===== config.mk =====
export PLATFORM = sky130hd
export DESIGN_NAME = top_k_ranked_insert_top
export DESIGN_NICKNAME = d
export VERILOG_FILES = /design/src/rtl/tkri_pkg.sv /design/src/rtl/tkri_table.sv /design/src/rtl/top_k_ranked_insert_top.sv
export SDC_FILE = /design/constraint.sdc
export NUM_CORES = 1
export LEC_CHECK = 0
export BUFFER_PORTS_ARGS = -buffer_cell sky130_fd_sc_hd__buf_2
export CAP_MARGIN = 0
export CORE_MARGIN = 2
export CORE_UTILIZATION = 61
export CTS_CLUSTER_SIZE = 16
export DETAILED_ROUTE_END_ITERATION = 8
export PLACE_DENSITY = 0.79
export SYNTH_ARGS = -nofsm -noshare
export SYNTH_HDL_FRONTEND = slang
export SYNTH_SLANG_ARGS = --single-unit

===== constraint.sdc =====
create_clock -name clk -period 7.63 [get_ports clk]
set_input_delay 0.3815 -clock clk [delete_from_list [all_inputs] [get_ports clk]]
set_output_delay 0.3815 -clock clk [all_outputs]
set_load 0.03 [all_outputs]

===== src/rtl/tkri_pkg.sv =====
// Shared constants and ranking compare for the top-k ranked insert table.
package tkri_pkg;

    localparam int ENTRIES_DEF     = 10;
    localparam int PLAYER_BITS_DEF = 16;

    localparam int PID_W   = 16;
    localparam int LEVEL_W = 16;
    localparam int TIME_W  = 32;
    localparam int RANK_W  = 6;

    // true when (lv, tm) ranks strictly before (slv, stm)
    function automatic logic ranks_before(
        input logic [LEVEL_W-1:0] lv,
        input logic [TIME_W-1:0]  tm,
        input logic [LEVEL_W-1:0] slv,
        input logic [TIME_W-1:0]  stm
    );
        logic r;
        if (lv != slv)
        begin
            r = (lv > slv);
        end
        else
        begin
            r = (tm < stm);
        end
        return r;
    endfunction

endpackage


===== src/rtl/tkri_table.sv =====
// Ranked table storage: one write port, one registered read port.
module tkri_table #(
    parameter int W     = 64,
    parameter int DEPTH = 10,
    parameter int AW    = 4
) (
    input  logic          clk,
    input  logic          we,
    input  logic [AW-1:0] waddr,
    input  logic [W-1:0]  wdata,
    input  logic          re,
    input  logic [AW-1:0] raddr,
    output logic [W-1:0]  rdata
);

    logic [W-1:0] mem [DEPTH];
    logic [W-1:0] rdata_reg;

    always_ff @(posedge clk)
    begin
        if (we)
        begin
            mem[waddr] <= wdata;
        end
        if (re)
        begin
            rdata_reg <= mem[raddr];
        end
    end

    assign rdata = rdata_reg;

endmodule


===== src/rtl/top_k_ranked_insert_top.sv =====
// Top-k ranked insert table: top level with the insert-and-dump sequencer.
//
// Pulse start while busy is low to insert one record. The block then walks
// the ranked table once, best first, reading each stored word, placing the
// new record where it ranks and pushing the rest down by one. Every table
// word after the insert comes out on the result ports for one cycle with
// strobe high, in rank order; is_new marks the inserted record and last
// marks the final word. An insert into a table holding n records keeps busy
// high while it walks rows 0 to n, or all rows when the table is full, one row
// per walk cycle. Each word appears in the cycle after its walk cycle, so the
// last word is on the ports in the first cycle with busy low, and the next start
// can be taken at the end of that cycle. Results cannot be held off.
module top_k_ranked_insert_top #(
    parameter int ENTRIES     = tkri_pkg::ENTRIES_DEF,
    parameter int PLAYER_BITS = tkri_pkg::PLAYER_BITS_DEF
) (
    input  logic                          clk,
    input  logic                          rst_n,
    input  logic                          start,
    output logic                          busy,
    input  logic [tkri_pkg::PID_W-1:0]    player_id,
    input  logic [tkri_pkg::LEVEL_W-1:0]  level,
    input  logic [tkri_pkg::TIME_W-1:0]   time_ms,
    output logic                          strobe,
    output logic [tkri_pkg::RANK_W-1:0]   rank,
    output logic [tkri_pkg::PID_W-1:0]    entry_player,
    output logic [tkri_pkg::LEVEL_W-1:0]  entry_level,
    output logic [tkri_pkg::TIME_W-1:0]   entry_time_ms,
    output logic                          is_new,
    output logic                          last
);

    localparam int PW = (PLAYER_BITS < tkri_pkg::PID_W) ? PLAYER_BITS : tkri_pkg::PID_W;
    localparam int LW = tkri_pkg::LEVEL_W;
    localparam int TW = tkri_pkg::TIME_W;
    localparam int EW = PW + LW + TW;
    localparam int IW = (ENTRIES > 1) ? $clog2(ENTRIES) : 1;
    localparam int CW = $clog2(ENTRIES + 1);

    typedef enum logic [1:0] {
        S_IDLE = 2'b01,
        S_RUN  = 2'b10
    } state_t;

    state_t        state_reg, state_next;
    logic [IW-1:0] idx_reg, idx_next;
    logic [IW-1:0] nlast_reg, nlast_next;
    logic [CW-1:0] cnt_reg, cnt_next;
    logic          ins_reg, ins_next;
    logic [EW-1:0] carry_reg, carry_next;
    logic [EW-1:0] new_reg, new_next;

    logic                strobe_reg, strobe_next;
    logic [tkri_pkg::RANK_W-1:0] rank_reg, rank_next;
    logic [EW-1:0]       word_reg, word_next;
    logic                is_new_reg, is_new_next;
    logic                last_reg, last_next;

    logic          accept;
    logic          run;
    logic [EW-1:0] old_word;
    logic          have_old;
    logic          new_ahead;
    logic          take_new;
    logic          at_last;
    logic          we;
    logic [EW-1:0] wdata;
    logic          re;
    logic [IW-1:0] raddr;
    logic [IW:0]   idx_inc;

    assign accept    = start && (state_reg == S_IDLE);
    assign run       = (state_reg == S_RUN);
    assign busy      = run;
    assign have_old  = (CW'(idx_reg) < cnt_reg);
    assign new_ahead = tkri_pkg::ranks_before(new_reg[TW +: LW], new_reg[TW-1:0],
                                              old_word[TW +: LW], old_word[TW-1:0]);
    assign take_new  = !ins_reg && (!have_old || new_ahead);
    assign at_last   = (idx_reg == nlast_reg);
    assign idx_inc   = {1'b0, idx_reg} + (IW+1)'(1);

    assign we    = run && (ins_reg || take_new);
    assign wdata = ins_reg ? carry_reg : (take_new ? new_reg : old_word);
    assign re    = accept || (run && !at_last);
    assign raddr = accept ? '0 : idx_inc[IW-1:0];

    // reads run one row ahead of writes, so a row is never read and written together
    tkri_table #(
        .W     (EW),
        .DEPTH (ENTRIES),
        .AW    (IW)
    ) u_table (
        .clk   (clk),
        .we    (we),
        .waddr (idx_reg),
        .wdata (wdata),
        .re    (re),
        .raddr (raddr),
        .rdata (old_word)
    );

    always_comb
    begin
        state_next  = state_reg;
        idx_next    = idx_reg;
        nlast_next  = nlast_reg;
        cnt_next    = cnt_reg;
        ins_next    = ins_reg;
        carry_next  = carry_reg;
        new_next    = new_reg;
        strobe_next = 1'b0;
        rank_next   = rank_reg;
        word_next   = word_reg;
        is_new_next = is_new_reg;
        last_next   = last_reg;
        unique case (state_reg)
            S_IDLE:
            begin
                if (start)
                begin
                    new_next   = {PW'(player_id), level, time_ms};
                    idx_next   = '0;
                    ins_next   = 1'b0;
                    nlast_next = (cnt_reg == CW'(ENTRIES)) ? IW'(ENTRIES - 1)
                                                           : cnt_reg[IW-1:0];
                    state_next = S_RUN;
                end
            end
            S_RUN:
            begin
                strobe_next = 1'b1;
                rank_next   = tkri_pkg::RANK_W'(idx_reg);
                word_next   = wdata;
                is_new_next = take_new;
                last_next   = at_last;
                if (ins_reg || take_new)
                begin
                    carry_next = old_word;
                    ins_next   = 1'b1;
                end
                idx_next = idx_inc[IW-1:0];
                if (at_last)
                begin
                    state_next = S_IDLE;
                    if (cnt_reg != CW'(ENTRIES))
                    begin
                        cnt_next = cnt_reg + CW'(1);
                    end
                end
            end
            default:
            begin
                state_next = S_IDLE;
            end
        endcase
    end

    always_ff @(posedge clk or negedge rst_n)
    begin
        if (!rst_n)
        begin
            state_reg  <= S_IDLE;
            cnt_reg    <= '0;
            strobe_reg <= 1'b0;
            idx_reg    <= '0;
            nlast_reg  <= '0;
            ins_reg    <= 1'b0;
        end
        else
        begin
            state_reg  <= state_next;
            cnt_reg    <= cnt_next;
            strobe_reg <= strobe_next;
            idx_reg    <= idx_next;
            nlast_reg  <= nlast_next;
            ins_reg    <= ins_next;
        end
    end

    always_ff @(posedge clk)
    begin
        carry_reg  <= carry_next;
        new_reg    <= new_next;
        rank_reg   <= rank_next;
        word_reg   <= word_next;
        is_new_reg <= is_new_next;
        last_reg   <= last_next;
    end

    assign strobe        = strobe_reg;
    assign rank          = rank_reg;
    assign entry_player  = tkri_pkg::PID_W'(word_reg[EW-1 -: PW]);
    assign entry_level   = word_reg[TW +: LW];
    assign entry_time_ms = word_reg[TW-1:0];
    assign is_new        = is_new_reg;
    assign last          = last_reg;

    a_strobe_from_run: assert property (@(posedge clk) disable iff (!rst_n)
        strobe_reg |-> $past(state_reg == S_RUN))
        else $error("result word without a walk cycle");

    a_rank_follows: assert property (@(posedge clk) disable iff (!rst_n)
        (strobe_reg && (rank_reg != '0)) |-> $past(strobe_reg))
        else $error("dump word out of sequence");

    a_cnt_bound: assert property (@(posedge clk) disable iff (!rst_n)
        cnt_reg <= CW'(ENTRIES))
        else $error("record count overflow");

    a_write_in_run: assert property (@(posedge clk) disable iff (!rst_n)
        we |-> (run && (CW'(idx_reg) <= cnt_reg)))
        else $error("table write outside the filled prefix");

    a_last_ends: assert property (@(posedge clk) disable iff (!rst_n)
        (strobe_reg && last_reg) |=> !strobe_reg)
        else $error("word after last of dump");

endmodule

Yosys cells after proc, flatten, opt, wreduce, memory -nomap -nowiden. Memories as Yosys holds them, arrays and structs flattened. A register that Yosys moved wholly into a read port is not among the register bits. Index checks and enable logic that the tools add are counted.

Add/sub/neg operators: 2. $lt $le $gt $ge: 3. Equal/unequal tests: 9. Muxes and demuxes: 16. Reduce and logical (&&, ||, !) cells: 17.

Operator list (count): $mux W64 (2); $lt A32 B32 Y1 (1); $gt A16 B16 Y1 (1); $ne A16 B16 Y1 (1); $mux W4 (3); $add A4 B1 Y4 const B (2); $pmux W4 S2 (1); $reduce_and A2 Y1 (4); $mux W1 (6); $reduce_and A3 Y1 (2); $eq A4 B4 Y1 (1); $eq A4 B4 Y1 const B (1); $logic_and A1 B1 Y1 (4); $lt A4 B4 Y1 (1); $mux W2 (2); $ne A2 B1 Y1 const B (2); $ne A4 B4 Y1 const B (1); $pmux W2 S2 (1); $logic_not A1 Y1 (3); $logic_or A1 B1 Y1 (3); $eq A2 B1 Y1 const B (1); $eq A2 B2 Y1 const B (1); $ne A2 B2 Y1 const B (1); $pmux W1 S2 (1); $reduce_bool A2 Y1 (1).

Flip-flop bits (word level): 214. Bits in writable memories: 640. Input port bits: 67. Output and inout port bits: 74. Word-level logic and storage cells: 60. Memories kept: 1.

Memories: u_table.mem (depth 10, bits a word 64, read ports 1, clocked after Yosys merged registers in 1, wr ports 1, RTL line tkri_table.sv:16) `logic [W-1:0] mem [DEPTH];`.

Depth between registers and ports, before layout. Gate-level depths: netlist (run 1).

Word-level depth: 8. Depth in mapped cells: 11. Gate-level depth less buffers: 9.

Hierarchy. From an unflattened synthesis (run 1), not the netlist that was laid out.

Cell total of the unflattened synthesis: 2117. Area, all modules: 36667.7 µm².

Modules (own cells, without submodules): tkri_table (times used 1, cells each 1376, area an instance 27204.8 µm², seq. area each 21140.3 µm²); top_k_ranked_insert_top (times used 1, cells each 741, area an instance 9462.8 µm², seq. area each 6347.3 µm²).

Worst setup path before layout (run 1). OpenSTA, ideal clock, no wires.

Path type: register -> register. Start point: reg idx_reg[0]. End point: reg u_table.rdata_reg[0], in the netlist u_table.rdata[0] (read register of u_table.mem) (enable). Library setup time: 577 ps. Arrival: 5433 ps. Data required time: 7053 ps. Path slack: 1620 ps. Stages on the path, launching flop included: 5. Buffers on the path: 1. Clock period less this slack: 6010 ps. Cells stage by stage: dfrtp_1 clkbuf_1 xor2_1 nor4_2 o21ai_0.

Longest elaborated chain between the ends: 4. Elaborated cells on any way between the ends: 6. Those cells by class: 1 x add/sub; 1 x eq/ne; 1 x mux; 3 x reduce/logical.

Ends and longest elaborated chain: start: declaration (RTL line top_k_ranked_insert_top.sv:46) `logic [IW-1:0] idx_reg, idx_next;`; start signal: assignment (RTL line top_k_ranked_insert_top.sv:174) `idx_reg <= idx_next;`; $eq A4 B4 Y1 (RTL line top_k_ranked_insert_top.sv:79) `assign at_last = (idx_reg == nlast_reg);`; via at_last (RTL line top_k_ranked_insert_top.sv:65) `logic at_last;`; $logic_not A1 Y1 (RTL line top_k_ranked_insert_top.sv:84) `assign re = accept || (run && !at_last);`; $logic_and A1 B1 Y1 (RTL line top_k_ranked_insert_top.sv:84); $logic_or A1 B1 Y1 (RTL line top_k_ranked_insert_top.sv:84); via re (RTL line top_k_ranked_insert_top.sv:68) `logic re;`; end: declaration (RTL line tkri_table.sv:17) `logic [W-1:0] rdata_reg;`.

The timed path passes the listed nets, and every way through them passes these cells. A chain may end at the register's enable or synchronous reset.

Worst setup path after layout (run 1).
Start point: reg new_reg[47]. End point: mem u_table.mem[4][4] (enable).

Longest elaborated chain between the ends: 8. Elaborated cells on any way between the ends: 9. Those cells by class: 1 x order compare; 1 x eq/ne; 3 x mux; 4 x reduce/logical.

Ends and longest elaborated chain: start: declaration (RTL line top_k_ranked_insert_top.sv:51) `logic [EW-1:0] new_reg, new_next;`; start signal: assignment (RTL line top_k_ranked_insert_top.sv:183) `new_reg <= new_next;`; $gt A16 B16 Y1 / $ne A16 B16 Y1 (equally long branches) (RTL line tkri_pkg.sv:22, tkri_pkg.sv:20); $mux W1 * (RTL line tkri_pkg.sv:20) `if (lv != slv)`; $logic_or A1 B1 Y1 * (RTL line top_k_ranked_insert_top.sv:78) `assign take_new = !ins_reg && (!have_old || new_ahead);`; $logic_and A1 B1 Y1 * (RTL line top_k_ranked_insert_top.sv:78); $logic_or A1 B1 Y1 * (RTL line top_k_ranked_insert_top.sv:82) `assign we = run && (ins_reg || take_new);`; $logic_and A1 B1 Y1 * (RTL line top_k_ranked_insert_top.sv:82); $mux W1 * (RTL line tkri_table.sv:21) `if (we)`; $mux W1 (implied by the code) * (RTL line tkri_table.sv:23) `mem[waddr] <= wdata;`; end: declaration (RTL line tkri_table.sv:16).

Every way passes the cells marked *; elsewhere a longest branch is shown, timed or not.

==> results of run 1 <==
## layer usage
layer | track usage | part of all wire | vias up
met4 | 0.103 | 0.027 | 2
li1 | - | - | 9866
met3 | 0.0560 | 0.11 | 198
met5 | 0 | 0.00014 | -
met1 | 0.420 | 0.38 | 11500
met2 | 0.473 | 0.48 | 1632
## area by class of cell
type,instances,area share
Sequential cell,918,0.673
Multi-Input combinational cell,1358,0.191
Timing Repair Buffer,231,0.0389
Tap cell,773,0.0237
Clock buffer,113,0.0575
Inverter,57,0.00542
Clock inverter,46,0.00993
## final timing paths
| kind | start | end | slack [ps] | cells past startpoint |
|---|---|---|---|---|
| max in group asynchronous | rst_n | ins_reg | 7130 | 2 |
| min reg2reg | u_table.rdata[56] | carry_reg[56] | 450 | 0 |
| max | new_reg[47] | u_table.mem[4][4] | 2000 | 9 |
| max reg2reg | new_reg[47] | u_table.mem[4][4] | 2000 | 9 |
| min in group clk | start | nlast_reg[3] | 430 | 4 |
| min | rst_n | state_reg[1] | 180 | 2 |
## cells by family (layout without fill, tap and decap cells)
logic type,count (synthesis),count (layout),synth area share
compound gates,504,504,0.0935
xor+xnor,9,9,0.00217
fa+ha+maj,56,56,0.0193
buf+inv,232,447,0.0289
flops,918,918,0.758
other cells,1,2,0.000103
simple gates,787,787,0.0979
## stage by stage
| stage | setup slack [ps] | power (W) |
|---|---|---|
| floorplan | 1620 | 0.0117 |
| global route | 1860 | 0.0186 |
| detailed placement | 2200 | 0.0135 |
| finish | 2000 | 0.0179 |
| CTS | 2160 | 0.0178 |
| global placement | 2310 | 0.0133 |
## power by group
| part | leakage (nW) | switching, W | total, W | internal, W |
|---|---|---|---|---|
| combinational | 4.24 | 0.00420 | 0.00553 | 0.00133 |
| sequential | 8.39 | 0.000340 | 0.00813 | 0.00779 |
| clock | 1.34 | 0.00187 | 0.00420 | 0.00233 |
| total | 14.0 | 0.00641 | 0.0179 | 0.0115 |
## cell usage in the layout, fill, tap and decap left out, drive strengths merged, types with 2 or more instances in the layout
cell / synthesis / final
edfxtp: 902 / 902
nand2: 475 / 475
buf: 80 / 166
a21oi: 145 / 145
nand3: 131 / 131
a31oi: 129 / 129
clkbuf: 95 / 113
o211ai: 68 / 68
nor2b: 67 / 67
a311oi: 65 / 65
dlygate4sd3: 0 / 65
o221ai: 64 / 64
or3: 64 / 64
inv: 57 / 62
ha: 56 / 56
clkinv: 0 / 35
o21ai: 18 / 18
nor2: 16 / 16
dfrtp: 15 / 15
and3: 11 / 11
xor2: 6 / 6
and4: 4 / 4
nand4: 4 / 4
bufinv: 0 / 4
nor4: 4 / 4
a21o: 3 / 3
nor3: 3 / 3
xnor2: 3 / 3
or2: 3 / 3
and2: 3 / 3
a211o: 2 / 2
conb: 1 / 2
clkinvlp: 0 / 2
nand2b: 2 / 2
o21a: 2 / 2
==> impl_metrics.tcl, run 1 <==
set metrics [dict create \
    die_w_um 248 \
    portBuffers 138 \
    cp-end-kind "register" \
    antenna_found_initial 1 \
    antenna_cells 0 \
    io_pins 141 \
    slew_violations 0 \
    dp_hpwl_um 45500 \
    post-cts-setup-buffers 0 \
    synth.distinct_cells 48 \
    whs_ps 185 \
    cellPowerDensity_nw_per_um2 437 \
    arrival_ps 5900 \
    ys_warn_count 0 \
    post_drt_wl_per_cell_um 26.0 \
    max_stage_delay_ps 1060 \
    final_util 0.693 \
    cp_max_fo 44 \
    period_needed_ps 5630 \
    first_iter_violations 3441 \
    fin_cells 3496 \
    cts.htree.levels 3 \
    dieArea_sq_um 61400 \
    grt-ovfl-total 0 \
    layout-drive-gt1-share 0.116 \
    root_buffer "clkbuf_16" \
    die_h_um 248 \
    max_freq_mhz 178 \
    coreArea_sq_um 58900 \
    synthesis.area_sq_um 36300 \
    critical_path.top_delay_family "simple AND/OR/NAND/NOR gates" \
    num_rows 89 \
    peakVddDrop_v 0.000376 \
    rsz0062_at_grt "false" \
    clockBufferDepth 3 \
    setup_viol 0 \
    area_delta_synth_final_pct 12.6 \
    ys_top_cells_by_area "edfxtp_1 (75%), nand2_1 (4.9%), a31oi_1 (2.2%)" \
    largest_register_ffs 640 \
    fin_worst_skew_ps 25.9 \
    synth.avg_cell_area_sq_um 14.5 \
    synth_top_area_cell "edfxtp_1" \
    netlist.area_leader.share 0.747 \
    seq_area_sq_um 27500 \
    crit_required_ps 7900 \
    first_global_vias 23000 \
    cts_resized 0 \
    synth_commonest_cells "edfxtp_1 (902), nand2_1 (475), a21oi_1 (145), nand3_1 (131), a31oi_1 (129)" \
    yosysMostFrequentCell "edfxtp_1" \
    firstDrtPassIters 6 \
    synthFlopType "edfxtp_1" \
    p_leak_nw 14.0 \
    synth_edf_count 902 \
    vias 23200 \
    postPlaceCellArea_sq_um 37400 \
    nNetsFinal 2779 \
    clock_sinks 918 \
    post-route-period-util 0.737 \
    worstSetupPathType "register to register" \
    cp_cell_sequence "ha_1, and4_1, nand2_1, nor4_1, o2111ai_1, o211ai_1, o21a_4, and3_2, buf_4" \
    status "finished, final reports clean" \
    maxCapViolCount 0 \
    multi_input_area_sq_um 7800 \
    finalWeightedCongestion 0.807 \
    ant_nets 0 \
    synthCells 2507 \
    dp.cells 3272 \
    viasPerCell 6.63 \
    worstSkewPairLatency_ps 660 \
    grt_pass1_wl_um 137000 \
    crit_buf_inv 1 \
    grt_max_degree 193 \
    hold_class "input pin to async pin" \
    cts_buffers 90 \
    hold_violations 0 \
    ys_async_sr_fraction 0.0174 \
    ys_seq_area_frac 0.758 \
    track_usage 0.298 \
    clkTransAtPathRegs_ps 60 \
    postCtsHoldBufs 65 \
    cts_tree "done" \
    start_kind "register" \
    route.detailed.drc 0 \
    initial_core_util 0.616 \
    fillers 3758 \
    worst_pin_slew_ps 1350 \
    top_register "u_table.mem" \
    tns_ps 0 \
    wirelength_um 91000 \
    slew_headroom 0.0978 \
    fin_area_sq_um 40800 \
    cp_slowest_cell "and3_2" \
    synth.ff_latch_count 918 \
]
No activity file was read; power rests on OpenSTA's default activity.
==> inputs of run 2 (changes only) <==
--- a/config.mk
+++ b/config.mk
@@ -5,13 +5,14 @@
 export SDC_FILE = /design/constraint.sdc
 export NUM_CORES = 1
 export LEC_CHECK = 0
+export ABC_AREA = 1
 export BUFFER_PORTS_ARGS = -buffer_cell sky130_fd_sc_hd__buf_2
 export CAP_MARGIN = 0
 export CORE_MARGIN = 2
-export CORE_UTILIZATION = 61
+export CORE_UTILIZATION = 62
 export CTS_CLUSTER_SIZE = 16
 export DETAILED_ROUTE_END_ITERATION = 8
-export PLACE_DENSITY = 0.79
+export PLACE_DENSITY = 0.8
 export SYNTH_ARGS = -nofsm -noshare
 export SYNTH_HDL_FRONTEND = slang
 export SYNTH_SLANG_ARGS = --single-unit
==> constraint.sdc (replaced) <==
create_clock -name clk -period 5.87 [get_ports clk]
set_input_delay 0.2935 -clock clk [delete_from_list [all_inputs] [get_ports clk]]
set_output_delay 0.2935 -clock clk [all_outputs]
set_load 0.03 [all_outputs]
==> run 2 against run 1 <==
  * Non-clock buffer count grew 13
  * Via count increased by 3.5%
  * Flip-flop and latch count did not move
  * Global-route usage grew 0.35 points
  * Sequential share of layout area down 1.5 points
  * Largest cell class unchanged
  * Largest power group unchanged
  * Highest routed layer is now met4
==> impl_metrics.tcl, run 2 <==
set metrics [dict create \
    setup_slack_ps 1450 \
    dieArea_sq_um 61500 \
    synth_top_area_cell "edfxtp_1" \
    maxCapViolCount 0 \
    synth_compound_area_frac 0.0634 \
    setup_viol 0 \
    synth_edf_count 902 \
    p_sw_w 0.00867 \
    firstDrtPassIters 8 \
    post-cts-setup-buffers 0 \
    dp.cells 3592 \
    synth_top_family_by_area "simple AND/OR/NAND/NOR gates" \
    first_iter_violations 3554 \
    start_kind "register" \
    layout_common_cells "edfxtp_1 (902), nand2_1 (578), nor2_1 (273)" \
    arrival_ps 4670 \
    clkTransAtPathRegs_ps 70 \
    worstSkewPairLatency_ps 640 \
    ys_warn_count 0 \
    tns_ps 0 \
    coreArea_sq_um 58900 \
    hold_violations 0 \
    fin_cells 3816 \
    p_comb_frac 0.323 \
    slew_violations 0 \
    post-route-period-util 0.753 \
    cp_max_fo 34 \
    hold_class "input pin to async pin" \
    cts_tree "done" \
    num_rows 89 \
    cts_buffers 87 \
    grt_pass1_wl_um 139000 \
    p_seq_frac 0.438 \
    first_global_vias 23700 \
    portBuffers 138 \
    p_leak_nw 14.8 \
    preCtsSetupSlack_ps 1550 \
    track_usage 0.301 \
    max_freq_mhz 226 \
    viasPerCell 6.29 \
    yosys.area_share.adder 0.0190 \
    dp_hpwl_um 47300 \
    p_int_w 0.0152 \
    top_register "u_table.mem" \
    grt_max_degree 163 \
    root_buffer "clkbuf_16" \
    synth.avg_cell_area_sq_um 13.1 \
    finalWeightedCongestion 0.800 \
    postPlaceCellArea_sq_um 38200 \
    worstSetupPathType "register to register" \
    ys_async_sr_fraction 0.0174 \
    synthXorXnorAreaFrac 0.00190 \
    ys_top_cells_by_area "edfxtp_1 (73%), nand2_1 (5.9%), nor2_1 (2.9%)" \
    cellPowerDensity_nw_per_um2 571 \
    initial_core_util 0.627 \
    wirelength_um 91300 \
    layout_commonest_cell "edfxtp_1" \
    largest_register_ffs 640 \
    synthFlopType "edfxtp_1" \
    switching_share 0.363 \
    worst_pin_slew_ps 1050 \
    layout-drive-gt1-share 0.123 \
    cts.htree.levels 3 \
    antenna_found_initial 2 \
    reg2reg_slack_ps 1450 \
    ys_seq_area_frac 0.744 \
    slew_headroom 0.302 \
    crit_required_ps 6120 \
    synthesis.area_sq_um 36900 \
    peakVddDrop_v 0.000778 \
    period_needed_ps 4420 \
    status "finished, final reports clean" \
    grt-ovfl-total 0 \
    fin_area_sq_um 41800 \
    clkPwrFrac 0.239 \
    synth.distinct_cells 41 \
    synth.ff_latch_count 918 \
    cp-end-kind "register" \
    fin_worst_skew_ps 35.2 \
    netlist.area_leader.share 0.734 \
    clock_sinks 918 \
    route.detailed.drc 0 \
    synthCells 2809 \
    synth_commonest_cells "edfxtp_1 (902), nand2_1 (579), nor2_1 (285), nand3_1 (141)" \
    vias 24000 \
    whs_ps 115 \
    die_w_um 248 \
    area_delta_synth_final_pct 13.1 \
    clockBufferDepth 3 \
    yosysMostFrequentCell "edfxtp_1" \
    synth_simple_gate_area_share 0.139 \
    nNetsFinal 3096 \
    die_h_um 248 \
    fillers 3645 \
    synth.area.mux_share 0 \
    rsz0062_at_grt "false" \
    io_pins 141 \
    post_drt_wl_per_cell_um 23.9 \
    ant_nets 0 \
]
run 2: through the flow:
step	total power (W)	utilization
floorplan	0.0156	-
global placement	0.0177	0.649
detailed placement	0.0181	0.649
CTS	0.0238	0.709
global route	0.0250	0.709
finish	0.0239	0.709
run 2: critical path, cell delays in order, from the launching register on:
cell      delay, ps
edfxtp_1        410
ha_1            330
nand2_1         110
nor3_2          370
nand3_1         220
nor2_1          210
nand2_2         290
nand3_1         180
nand2_1         590
nor2_4          660
buf_4           630
run 2: logic make-up after synthesis:
| family | after synthesis |
|---|---|
| DFF | 918 |
| and+or+nand+nor | 1207 |
| AOI/OAI and AO/OA | 368 |
| buffers and inverters | 251 |
| adders and majority gates | 56 |
| other | 1 |
| xor gates and xnor gates | 8 |
run 2: timing repair:
item	CTS	global route
endpoints found under the hold margin	80	0
gates resized for setup	0	0
setup endpoints to repair	0	0
hold buffers	65	0
run 2: layout make-up:
| class | count | area [sq um] | share of cell area |
|---|---|---|---|
| multi-input combinational | 1641 | 8380 | 0.201 |
| clock inverter | 52 | 552 | 0.0132 |
| inverter | 81 | 324 | 0.00776 |
| clock buffer | 105 | 2330 | 0.0558 |
| sequential | 918 | 27500 | 0.658 |
| tap | 773 | 967 | 0.0232 |
| antenna | 2 | 5.00 | 0.000120 |
| timing repair buffer | 244 | 1720 | 0.0413 |
run 2: power groups by stage:
stage,clock [W],combinational [W],sequential (W)
after floorplan,0,0.00496,0.0107
after global placement,0,0.00721,0.0105
after detailed placement,0,0.00751,0.0106
after CTS,0.00572,0.00762,0.0104
after global routing,0.00598,0.00846,0.0105
final,0.00569,0.00771,0.0105
run 2: path summary, 6_finish.rpt:
path / depth (start not counted) / start / endpoint
min in group clk: 4 / start / nlast_reg[1]
min: 2 / rst_n / idx_reg[2]
max in group asynchronous: 2 / rst_n / state_reg[0]
min reg2reg: 0 / u_table.rdata[53] / carry_reg[53]
max reg2reg: 10 / new_reg[47] / u_table.mem[9][46]
max: 10 / new_reg[47] / u_table.mem[9][46]
run 2: per-layer routing:
| layer | vias to the layer above | wire length (um) | GRT usage | share of wire |
|---|---|---|---|---|
| met5 | - | 0 | 0 | 0 |
| met4 | 0 | 3690 | 0.133 | 0.040 |
| met3 | 248 | 10700 | 0.0519 | 0.12 |
| met2 | 1671 | 43300 | 0.479 | 0.47 |
| met1 | 11600 | 33600 | 0.416 | 0.37 |
| li1 | 10500 | - | - | - |
